===== config.mk =====
export PLATFORM = sky130hd
export DESIGN_NAME = meter_frame_decoder_core
export DESIGN_NICKNAME = d
export VERILOG_FILES = /design/src/design/mfd_pkg.sv /design/src/design/mfd_front.sv /design/src/design/mfd_queue.sv /design/src/design/mfd_back.sv /design/src/design/meter_frame_decoder_core.sv
export SDC_FILE = /design/constraint.sdc
export NUM_CORES = 1
export LEC_CHECK = 0
export ABC_AREA = 1
export ABC_CLOCK_PERIOD_IN_PS = 7300
export BUFFER_PORTS_ARGS = -buffer_cell sky130_fd_sc_hd__buf_2
export CAP_MARGIN = 15
export CORE_MARGIN = 5
export CORE_UTILIZATION = 30
export DETAILED_ROUTE_END_ITERATION = 10
export PLACE_DENSITY = 0.55
export REMOVE_ABC_BUFFERS = 1
export SYNTH_ARGS = -nofsm -noshare
export SYNTH_HDL_FRONTEND = slang
export SYNTH_HIERARCHICAL = 1
export SYNTH_SLANG_ARGS = --single-unit

===== constraint.sdc =====
create_clock -name clk -period 7.3 [get_ports clk]
set_clock_uncertainty 0.15 [all_clocks]
set_input_delay 0.73 -clock clk [delete_from_list [all_inputs] [get_ports clk]]
set_output_delay 0.73 -clock clk [all_outputs]
set_load 0.1 [all_outputs]

===== src/design/mfd_pkg.sv =====
// Shared types and constants for the meter frame decoder.
package mfd_pkg;

	localparam int FrameLen = 14;
	localparam int PosW     = $clog2(FrameLen + 1);
	localparam int QueueDepth = 2;

	typedef logic [FrameLen-1:0][7:0] frame_t;

	typedef struct packed {
		logic full;
		logic empty;
	} q_stat_t;

endpackage


===== src/design/mfd_front.sv =====
// Frame assembler: collects report bytes and hands each completed frame to the queue.
module mfd_front (
	input  logic             clk,
	input  logic             arst_n,
	input  logic             in_valid,
	output logic             in_ready,
	input  logic [7:0]       rx_byte,
	input  logic             frame_start,
	input  mfd_pkg::q_stat_t q_stat,
	output logic             push,
	output mfd_pkg::frame_t  push_frame
);
	import mfd_pkg::*;

	localparam logic [PosW-1:0] LastPos = PosW'(FrameLen - 1);
	localparam logic [PosW-1:0] EndPos  = PosW'(FrameLen);

	logic [PosW-1:0] pos_q;
	logic [PosW-1:0] pos_eff;
	logic [7:0]      store_q [FrameLen];
	logic            completes;
	logic            accept;
	logic            write;

	always_comb begin
		pos_eff   = frame_start ? '0 : pos_q;
		completes = (pos_eff == LastPos);
		in_ready  = !(completes && q_stat.full);
		accept    = in_valid && in_ready;
		write     = accept && (pos_eff < EndPos);
		push      = write && completes;
		for (int i = 0; i < FrameLen - 1; i++) begin
			push_frame[i] = store_q[i];
		end
		push_frame[FrameLen-1] = rx_byte;
	end

	always_ff @(posedge clk or negedge arst_n) begin
		if (!arst_n) begin
			pos_q <= '0;
		end else if (accept) begin
			if (write) begin
				pos_q <= pos_eff + PosW'(1);
			end else begin
				pos_q <= pos_eff;
			end
		end
	end

	always_ff @(posedge clk) begin
		if (write) begin
			store_q[pos_eff] <= rx_byte;
		end
	end

endmodule


===== src/design/mfd_queue.sv =====
// Two-entry frame queue between the assembler and the decoder.
module mfd_queue (
	input  logic             clk,
	input  logic             arst_n,
	input  logic             push,
	input  mfd_pkg::frame_t  push_frame,
	input  logic             pop,
	output mfd_pkg::frame_t  head_frame,
	output mfd_pkg::q_stat_t q_stat
);
	import mfd_pkg::*;

	localparam int PtrW = $clog2(QueueDepth);
	localparam int CntW = $clog2(QueueDepth + 1);

	frame_t          mem_q [QueueDepth];
	logic [PtrW-1:0] wr_ptr_q;
	logic [PtrW-1:0] rd_ptr_q;
	logic [CntW-1:0] cnt_q;
	logic            do_push;
	logic            do_pop;

	always_comb begin
		q_stat.full  = (cnt_q == CntW'(QueueDepth));
		q_stat.empty = (cnt_q == '0);
		do_push      = push && !q_stat.full;
		do_pop       = pop && !q_stat.empty;
		head_frame   = mem_q[rd_ptr_q];
	end

	always_ff @(posedge clk or negedge arst_n) begin
		if (!arst_n) begin
			wr_ptr_q <= '0;
			rd_ptr_q <= '0;
			cnt_q    <= '0;
		end else begin
			if (do_push) begin
				wr_ptr_q <= wr_ptr_q + PtrW'(1);
			end
			if (do_pop) begin
				rd_ptr_q <= rd_ptr_q + PtrW'(1);
			end
			if (do_push && !do_pop) begin
				cnt_q <= cnt_q + CntW'(1);
			end else if (do_pop && !do_push) begin
				cnt_q <= cnt_q - CntW'(1);
			end
		end
	end

	always_ff @(posedge clk) begin
		if (do_push) begin
			mem_q[wr_ptr_q] <= push_frame;
		end
	end

endmodule


===== src/design/mfd_back.sv =====
// Frame decoder: turns a queued frame into one registered result.
module mfd_back (
	input  logic             clk,
	input  logic             arst_n,
	input  mfd_pkg::frame_t  head_frame,
	input  mfd_pkg::q_stat_t q_stat,
	output logic             pop,
	output logic             out_valid,
	input  logic             out_ready,
	output logic [2:0]       status,
	output logic [3:0]       mode_code,
	output logic [2:0]       scale_code,
	output logic [2:0]       unit_code,
	output logic [2:0]       decimal_places,
	output logic [16:0]      magnitude,
	output logic             negative,
	output logic [11:0]      option_flags
);
	import mfd_pkg::*;

	localparam logic [2:0] StOk       = 3'd0;
	localparam logic [2:0] StNoCrlf   = 3'd1;
	localparam logic [2:0] StBadFunc  = 3'd2;
	localparam logic [2:0] StBadRange = 3'd3;
	localparam logic [2:0] StEmpty    = 3'd4;
	localparam logic [2:0] StBadDigit = 3'd5;

	localparam logic [7:0] CodeVolt = 8'h3B;
	localparam logic [7:0] CodeUa   = 8'h3D;
	localparam logic [7:0] CodeMa   = 8'h3F;
	localparam logic [7:0] Code22a  = 8'h30;
	localparam logic [7:0] CodeOhm  = 8'h33;
	localparam logic [7:0] CodeCont = 8'h35;
	localparam logic [7:0] CodeDiod = 8'h31;
	localparam logic [7:0] CodeFreq = 8'h32;
	localparam logic [7:0] CodeCap  = 8'h36;
	localparam logic [7:0] ChCr     = 8'h0D;
	localparam logic [7:0] ChLf     = 8'h0A;
	localparam logic [7:0] ChZero   = 8'h30;
	localparam logic [7:0] ChSeven  = 8'h37;
	localparam logic [7:0] ChNine   = 8'h39;

	localparam logic [3:0] ModeVolt  = 4'd0;
	localparam logic [3:0] ModeMv    = 4'd1;
	localparam logic [3:0] ModeUa    = 4'd2;
	localparam logic [3:0] ModeMa    = 4'd3;
	localparam logic [3:0] Mode22a   = 4'd4;
	localparam logic [3:0] ModeOhm   = 4'd5;
	localparam logic [3:0] ModeCont  = 4'd6;
	localparam logic [3:0] ModeDiod  = 4'd7;
	localparam logic [3:0] ModeHz    = 4'd8;
	localparam logic [3:0] ModeCap   = 4'd9;
	localparam logic [3:0] ModeAltHz = 4'd10;
	localparam logic [3:0] ModeDuty  = 4'd11;

	localparam logic [2:0] ScNone  = 3'd0;
	localparam logic [2:0] ScNano  = 3'd1;
	localparam logic [2:0] ScMicro = 3'd2;
	localparam logic [2:0] ScMilli = 3'd3;
	localparam logic [2:0] ScKilo  = 3'd4;
	localparam logic [2:0] ScMega  = 3'd5;

	localparam logic [2:0] UnVolt = 3'd0;
	localparam logic [2:0] UnAmp  = 3'd1;
	localparam logic [2:0] UnOhm  = 3'd2;
	localparam logic [2:0] UnHz   = 3'd3;
	localparam logic [2:0] UnFar  = 3'd4;
	localparam logic [2:0] UnPct  = 3'd5;

	typedef struct packed {
		logic       ok;
		logic [2:0] dec;
		logic [2:0] scale;
		logic [2:0] unit;
	} range_t;

	typedef struct packed {
		logic [2:0]  status;
		logic [3:0]  mode;
		logic [2:0]  scale;
		logic [2:0]  unit;
		logic [2:0]  dec;
		logic [16:0] mag;
		logic        neg;
		logic [11:0] opts;
	} result_t;

	function automatic range_t rng(input logic [2:0] dec, input logic [2:0] scale,
			input logic [2:0] unit);
		range_t r;
		r.ok    = 1'b1;
		r.dec   = dec;
		r.scale = scale;
		r.unit  = unit;
		return r;
	endfunction

	function automatic range_t range_lookup(input logic [3:0] mode, input logic [2:0] rd);
		range_t r;
		r = '0;
		unique case (mode)
			ModeVolt: begin
				unique case (rd)
					3'd0:    r = rng(3'd4, ScNone, UnVolt);
					3'd1:    r = rng(3'd3, ScNone, UnVolt);
					3'd2:    r = rng(3'd2, ScNone, UnVolt);
					3'd3:    r = rng(3'd1, ScNone, UnVolt);
					3'd4:    r = rng(3'd2, ScMilli, UnVolt);
					default: r = '0;
				endcase
			end
			ModeUa: begin
				unique case (rd)
					3'd0:    r = rng(3'd2, ScMicro, UnAmp);
					3'd1:    r = rng(3'd1, ScMicro, UnAmp);
					default: r = '0;
				endcase
			end
			ModeMa: begin
				unique case (rd)
					3'd0:    r = rng(3'd3, ScMilli, UnAmp);
					3'd1:    r = rng(3'd2, ScMilli, UnAmp);
					default: r = '0;
				endcase
			end
			Mode22a: begin
				if (rd == 3'd0) begin
					r = rng(3'd3, ScNone, UnAmp);
				end
			end
			ModeOhm: begin
				unique case (rd)
					3'd0:    r = rng(3'd2, ScNone, UnOhm);
					3'd1:    r = rng(3'd4, ScKilo, UnOhm);
					3'd2:    r = rng(3'd3, ScKilo, UnOhm);
					3'd3:    r = rng(3'd2, ScKilo, UnOhm);
					3'd4:    r = rng(3'd4, ScMega, UnOhm);
					3'd5:    r = rng(3'd3, ScMega, UnOhm);
					3'd6:    r = rng(3'd2, ScMega, UnOhm);
					default: r = '0;
				endcase
			end
			ModeCont: begin
				if (rd == 3'd0) begin
					r = rng(3'd2, ScNone, UnOhm);
				end
			end
			ModeDiod: begin
				if (rd == 3'd0) begin
					r = rng(3'd4, ScNone, UnVolt);
				end
			end
			ModeHz: begin
				unique case (rd)
					3'd0:    r = rng(3'd2, ScNone, UnHz);
					3'd1:    r = rng(3'd1, ScNone, UnHz);
					3'd3:    r = rng(3'd3, ScKilo, UnHz);
					3'd4:    r = rng(3'd2, ScKilo, UnHz);
					3'd5:    r = rng(3'd4, ScMega, UnHz);
					3'd6:    r = rng(3'd3, ScMega, UnHz);
					3'd7:    r = rng(3'd2, ScMega, UnHz);
					default: r = '0;
				endcase
			end
			ModeCap: begin
				unique case (rd)
					3'd0:    r = rng(3'd3, ScNano, UnFar);
					3'd1:    r = rng(3'd2, ScNano, UnFar);
					3'd2:    r = rng(3'd4, ScMicro, UnFar);
					3'd3:    r = rng(3'd3, ScMicro, UnFar);
					3'd4:    r = rng(3'd2, ScMicro, UnFar);
					3'd5:    r = rng(3'd4, ScMilli, UnFar);
					3'd6:    r = rng(3'd3, ScMilli, UnFar);
					default: r = rng(3'd2, ScMilli, UnFar);
				endcase
			end
			default: r = '0;
		endcase
		return r;
	endfunction

	frame_t      f;
	result_t     res;
	result_t     res_q;
	logic        out_valid_q;
	logic [11:0] opts;
	logic        judge;
	logic        vahz;
	logic        func_ok;
	logic [3:0]  func_mode;
	range_t      r;
	logic [3:0]  mode;
	logic        range_digit_ok;
	logic        digits_ok;
	logic [3:0]  dg [5];
	logic [16:0] val;

	always_comb begin
		f = head_frame;
		opts = {f[8][2], f[8][3], f[9][3], f[7][0], f[9][1], f[9][2],
			f[8][1], f[11][1], f[10][1], f[10][2], f[10][3], f[7][1]};
		judge = f[7][3];
		vahz  = f[10][0];

		func_ok   = 1'b1;
		func_mode = ModeVolt;
		unique case (f[6])
			CodeVolt: func_mode = ModeVolt;
			CodeUa:   func_mode = ModeUa;
			CodeMa:   func_mode = ModeMa;
			Code22a:  func_mode = Mode22a;
			CodeOhm:  func_mode = ModeOhm;
			CodeCont: func_mode = ModeCont;
			CodeDiod: func_mode = ModeDiod;
			CodeFreq: func_mode = ModeHz;
			CodeCap:  func_mode = ModeCap;
			default:  func_ok   = 1'b0;
		endcase

		range_digit_ok = 1'b1;
		priority if (vahz && !judge) begin
			r    = rng(3'd1, ScNone, UnHz);
			mode = ModeAltHz;
		end else if ((vahz || f[6] == CodeFreq) && judge) begin
			r    = rng(3'd1, ScNone, UnPct);
			mode = ModeDuty;
		end else begin
			range_digit_ok = (f[0] >= ChZero) && (f[0] <= ChSeven);
			r    = range_lookup(func_mode, f[0][2:0]);
			mode = func_mode;
			if (f[6] == CodeVolt && r.scale == ScMilli) begin
				mode = ModeMv;
			end
		end

		digits_ok = 1'b1;
		for (int i = 0; i < 5; i++) begin
			dg[i] = f[i+1][3:0];
			if (f[i+1] < ChZero || f[i+1] > ChNine) begin
				digits_ok = 1'b0;
			end
		end
		val = 17'(dg[0]) * 17'd10000 + 17'(dg[1]) * 17'd1000 + 17'(dg[2]) * 17'd100
			+ 17'(dg[3]) * 17'd10 + 17'(dg[4]);

		res = '0;
		priority if (f[12] != ChCr || f[13] != ChLf) begin
			res.status = StNoCrlf;
		end else if (!func_ok) begin
			res.status = StBadFunc;
		end else if (!range_digit_ok) begin
			res.status = StBadRange;
		end else if (!r.ok) begin
			res.status = StEmpty;
		end else if (opts[8] || opts[9]) begin
			res.status = StOk;
			res.mode   = mode;
			res.scale  = r.scale;
			res.unit   = r.unit;
			res.opts   = opts;
		end else if (!digits_ok) begin
			res.status = StBadDigit;
		end else begin
			res.status = StOk;
			res.mode   = mode;
			res.scale  = r.scale;
			res.unit   = r.unit;
			res.dec    = r.dec;
			res.mag    = val;
			res.neg    = f[7][2];
			res.opts   = opts;
		end

		pop = !q_stat.empty && (!out_valid_q || out_ready);
	end

	always_ff @(posedge clk or negedge arst_n) begin
		if (!arst_n) begin
			out_valid_q <= 1'b0;
		end else if (pop) begin
			out_valid_q <= 1'b1;
		end else if (out_ready) begin
			out_valid_q <= 1'b0;
		end
	end

	always_ff @(posedge clk) begin
		if (pop) begin
			res_q <= res;
		end
	end

	assign out_valid      = out_valid_q;
	assign status         = res_q.status;
	assign mode_code      = res_q.mode;
	assign scale_code     = res_q.scale;
	assign unit_code      = res_q.unit;
	assign decimal_places = res_q.dec;
	assign magnitude      = res_q.mag;
	assign negative       = res_q.neg;
	assign option_flags   = res_q.opts;

endmodule


===== src/design/meter_frame_decoder_core.sv =====
// Top level of the meter frame decoder: assembler, frame queue and decoder.
// The block takes one report byte per cycle while in_ready is high and gives one
// decoded result for every 14-byte frame; out_valid rises once the result is
// registered, when the output is free. The assembler holds the frame bytes and passes
// a completed frame to a two-entry queue; the decoder empties that queue into a single
// output register. Input ready falls only for a byte that would complete a frame while
// both queue entries are taken, so with the output stalled the block still takes every
// byte up to that point. The byte store holds no defined values until written.
module meter_frame_decoder_core (
	input  logic        clk,
	input  logic        arst_n,
	input  logic        in_valid,
	output logic        in_ready,
	input  logic [7:0]  rx_byte,
	input  logic        frame_start,
	output logic        out_valid,
	input  logic        out_ready,
	output logic [2:0]  status,
	output logic [3:0]  mode_code,
	output logic [2:0]  scale_code,
	output logic [2:0]  unit_code,
	output logic [2:0]  decimal_places,
	output logic [16:0] magnitude,
	output logic        negative,
	output logic [11:0] option_flags
);
	import mfd_pkg::*;

	q_stat_t q_stat;
	logic    push;
	logic    pop;
	frame_t  push_frame;
	frame_t  head_frame;

	mfd_front u_front (
		.clk        (clk),
		.arst_n     (arst_n),
		.in_valid   (in_valid),
		.in_ready   (in_ready),
		.rx_byte    (rx_byte),
		.frame_start(frame_start),
		.q_stat     (q_stat),
		.push       (push),
		.push_frame (push_frame)
	);

	mfd_queue u_queue (
		.clk       (clk),
		.arst_n    (arst_n),
		.push      (push),
		.push_frame(push_frame),
		.pop       (pop),
		.head_frame(head_frame),
		.q_stat    (q_stat)
	);

	mfd_back u_back (
		.clk           (clk),
		.arst_n        (arst_n),
		.head_frame    (head_frame),
		.q_stat        (q_stat),
		.pop           (pop),
		.out_valid     (out_valid),
		.out_ready     (out_ready),
		.status        (status),
		.mode_code     (mode_code),
		.scale_code    (scale_code),
		.unit_code     (unit_code),
		.decimal_places(decimal_places),
		.magnitude     (magnitude),
		.negative      (negative),
		.option_flags  (option_flags)
	);

endmodule


==> results.py <==
metrics = {
    "status": {
        "status": "complete, no violations",
    },
    "timing": {
        "rsz0062_at_grt": "no",
        "worst_pin_slew_ns": 0.852,
        "fin_ws_ns": 1.66,
        "finalHoldViolCount": 0,
        "setup_violations": 0,
        "tns_ns": 0,
        "fin_crit_ns": 5.64,
        "slew_headroom": 0.432,
        "whs_ns": 0.258,
        "post-route-period-util": 0.772,
        "fmax_mhz": 177,
        "report.final.slew_viol_count": 0,
    },
    "worst_hold_path": {
        "hold_path_class": "reg -> reg",
        "min-delay-start": "u_front/store_q[4][1]",
        "whs_endpoint": "u_queue/mem_q[0][33]",
        "hold_depth": 0,
    },
    "die": {
        "die_y_um": 233,
        "rows": 81,
        "die_w_um": 233,
        "core-area_um2": 49100,
        "ioPinCount": 61,
        "initial_core_util": 0.304,
        "dieArea_um2": 54300,
    },
    "logic_synthesis": {
        "avgSynthCellArea_um2": 11.5,
        "synthCells": 1298,
        "yosys_warnings": 6,
        "synth_area_um2": 14900,
    },
    "detailed_routing": {
        "drc": 0,
        "met3_length_um": 1220,
        "met1_length_um": 14200,
        "wl_met2_um": 14000,
        "routed_wl_um": 29900,
        "routed_via_density": 4.28,
        "drtIter0Drc": 628,
        "drtPass1Iterations": 7,
        "drtAntennaViolNets": 0,
        "topRoutingLayerUsed": "met4",
        "drt-wirelength-per-cell_um": 14.6,
        "vias": 8772,
    },
    "setup_path": {
        "critPathCaptureType": "register",
        "path_max_fanout": 24,
        "worstSetupPathType": "reg -> reg",
        "r2r_cells": 24,
        "r2r-start": "u_queue/rd_ptr_q",
        "crit_chain": "inv_4 -> nand2_1 -> nand2_1 -> fa_1 -> inv_1 -> fa_1 -> inv_1 -> ha_1 -> a21oi_1 -> nand2_1 -> a21oi_1 -> o21ai_0 -> xor2_1 -> inv_1 -> ha_1 -> ha_1 -> ha_1 -> a21oi_1 -> o21ai_0 -> a21oi_1 -> o21ai_0 -> nand2_1 -> nand4_1 -> nor2_1",
        "slowest_stage": "fa_1",
        "required_ns": 7.55,
        "cpPeakStageDelay_ns": 0.67,
        "cp_data_arrival_time_ns": 5.88,
        "worst_r2r_endpoint": "u_back/magnitude[16]",
        "start_kind": "register",
        "reg2reg_slack_ns": 1.66,
    },
    "grt": {
        "grt_pass1_vias": 8804,
        "overflow": 0,
        "grt_max_degree": 60,
        "grt_pass1_wl_um": 48200,
        "track_usage": 0.110,
        "antenna_found_initial": 0,
    },
    "power": {
        "vdd_ir_drop_max_mv": 0.170,
        "p_per_area_nw_per_um2": 214,
        "power_leakage_uw": 0.00670,
    },
    "clock_network": {
        "insertion_delay_ns": 0.59,
        "h-tree-depth": 1,
        "clk_pin_slew_ns": 0.06,
        "cts.sinks": 308,
        "cts_buffer_depth": 3,
        "clockRootBuffer": "clkbuf_16",
        "cts-buffers-inserted": 30,
        "cts_tree": "yes",
    },
    "layout": {
        "fillers": 4899,
        "final_cells": 2048,
        "antenna_cells": 0,
        "stdcell_area_um2": 16900,
        "fin_nets": 1482,
        "syn_to_final_growth_pct": 13.0,
        "layout-drive-gt1-share": 0.137,
    },
    "place": {
        "hpwl_um": 20300,
        "dpl.cell_count": 1993,
        "dpl_worst_slack_ns": 1.70,
        "io_buffers": 60,
        "gp_congestion": 0.816,
        "place_area_um2": 15800,
    },
    "flow_run": {
        "drv_cap": 0,
    },
}
worst max-delay path, delay by kind of cell (launching register included):
kind / cells / cell delay [ns]
simple gates: 6 / 0.67
compound gates: 7 / 1.09
buf+inv: 4 / 0.39
flops: 1 / 0.57
xor+xnor: 1 / 0.13
fa+ha+maj: 6 / 2.45
area by class of cell:
type                    instances  area [um2]  share of cell area
clock buffers                  32         758              0.0450
clock inverters                21         233              0.0138
inverters                     148         562              0.0333
multi-input cells             805        4870               0.289
flip-flops and latches        308        9210               0.546
well taps                     664         831              0.0493
repair buffers                 70         398              0.0236
layer usage:
metal / vias up / GRT usage
li1: 4434 / -
met1: 4162 / 0.156
met2: 146 / 0.183
met3: 30 / 0.0176
met4: 0 / 0.0181
met5: - / 0
power by group:
group	switching, uW	total (uW)	leakage (uW)	internal (uW)
sequential	7.31	1950	0.00273	1940
clock	653	1550	0.000477	893
combinational	87.3	109	0.00349	21.4
total	748	3610	0.00670	2860
placed cells by master (no fill, tap or decap), types with 7 or more instances in the layout:
| cell type | count |
|---|---|
| fa_1 | 27 |
| clkbuf_16 | 30 |
| a21oi_1 | 26 |
| ha_1 | 79 |
| nand2_1 | 396 |
| buf_4 | 8 |
| nor2_2 | 21 |
| nand2_2 | 8 |
| nor2_1 | 80 |
| nand3_1 | 36 |
| inv_1 | 138 |
| clkinv_1 | 8 |
| nand4_1 | 20 |
| dfrtp_1 | 8 |
| nor2_4 | 17 |
| inv_2 | 7 |
| nand3_2 | 7 |
| edfxtp_1 | 299 |
| xor2_1 | 15 |
| nor3_1 | 10 |
| buf_2 | 60 |
| o21ai_0 | 27 |
| xnor2_1 | 7 |
worst max path at each step:
stage                          start              endpoint  slack, ns  depth (start not counted)
detailed placement  u_queue/rd_ptr_q  u_back/magnitude[16]       1.70                         24
CTS                 u_queue/rd_ptr_q  u_back/magnitude[16]       1.62                         24
finish              u_queue/rd_ptr_q  u_back/magnitude[16]       1.66                         24
global route        u_queue/rd_ptr_q  u_back/magnitude[16]       1.08                         24
global placement    u_queue/rd_ptr_q  u_back/magnitude[16]       1.67                         24
floorplan           u_queue/rd_ptr_q  u_back/magnitude[16]       0.49                         23
repair_timing:
action | 4_1_cts | 5_1_grt
endpoints found under the hold margin | 9 | 0
hold buffers | 1 | 0
resized for setup | 0 | 0
setup buffers | 0 | 0
state kept, by name, indices dropped and copies added (netlist names), 2 cells and up:
signal / cells
u_queue/cnt_q: 2
u_back/mode_code: 4
u_back/magnitude: 17
u_front/store_q: 79
u_front/pos_q: 4
u_back/scale_code: 3
u_queue/mem_q: 174
u_back/option_flags: 12
u_back/status: 3
u_back/unit_code: 3
u_back/decimal_places: 3
through the flow:
stage / utilization / power [uW]
3_5_place_dp: 0.323 / 2100
5_1_grt: 0.344 / 3740
6_report: 0.344 / 3610
2_1_floorplan: - / 2060
3_3_place_gp: 0.323 / 2100
4_1_cts: 0.343 / 3650
Note: power is estimated with default switching activity, not from simulation.
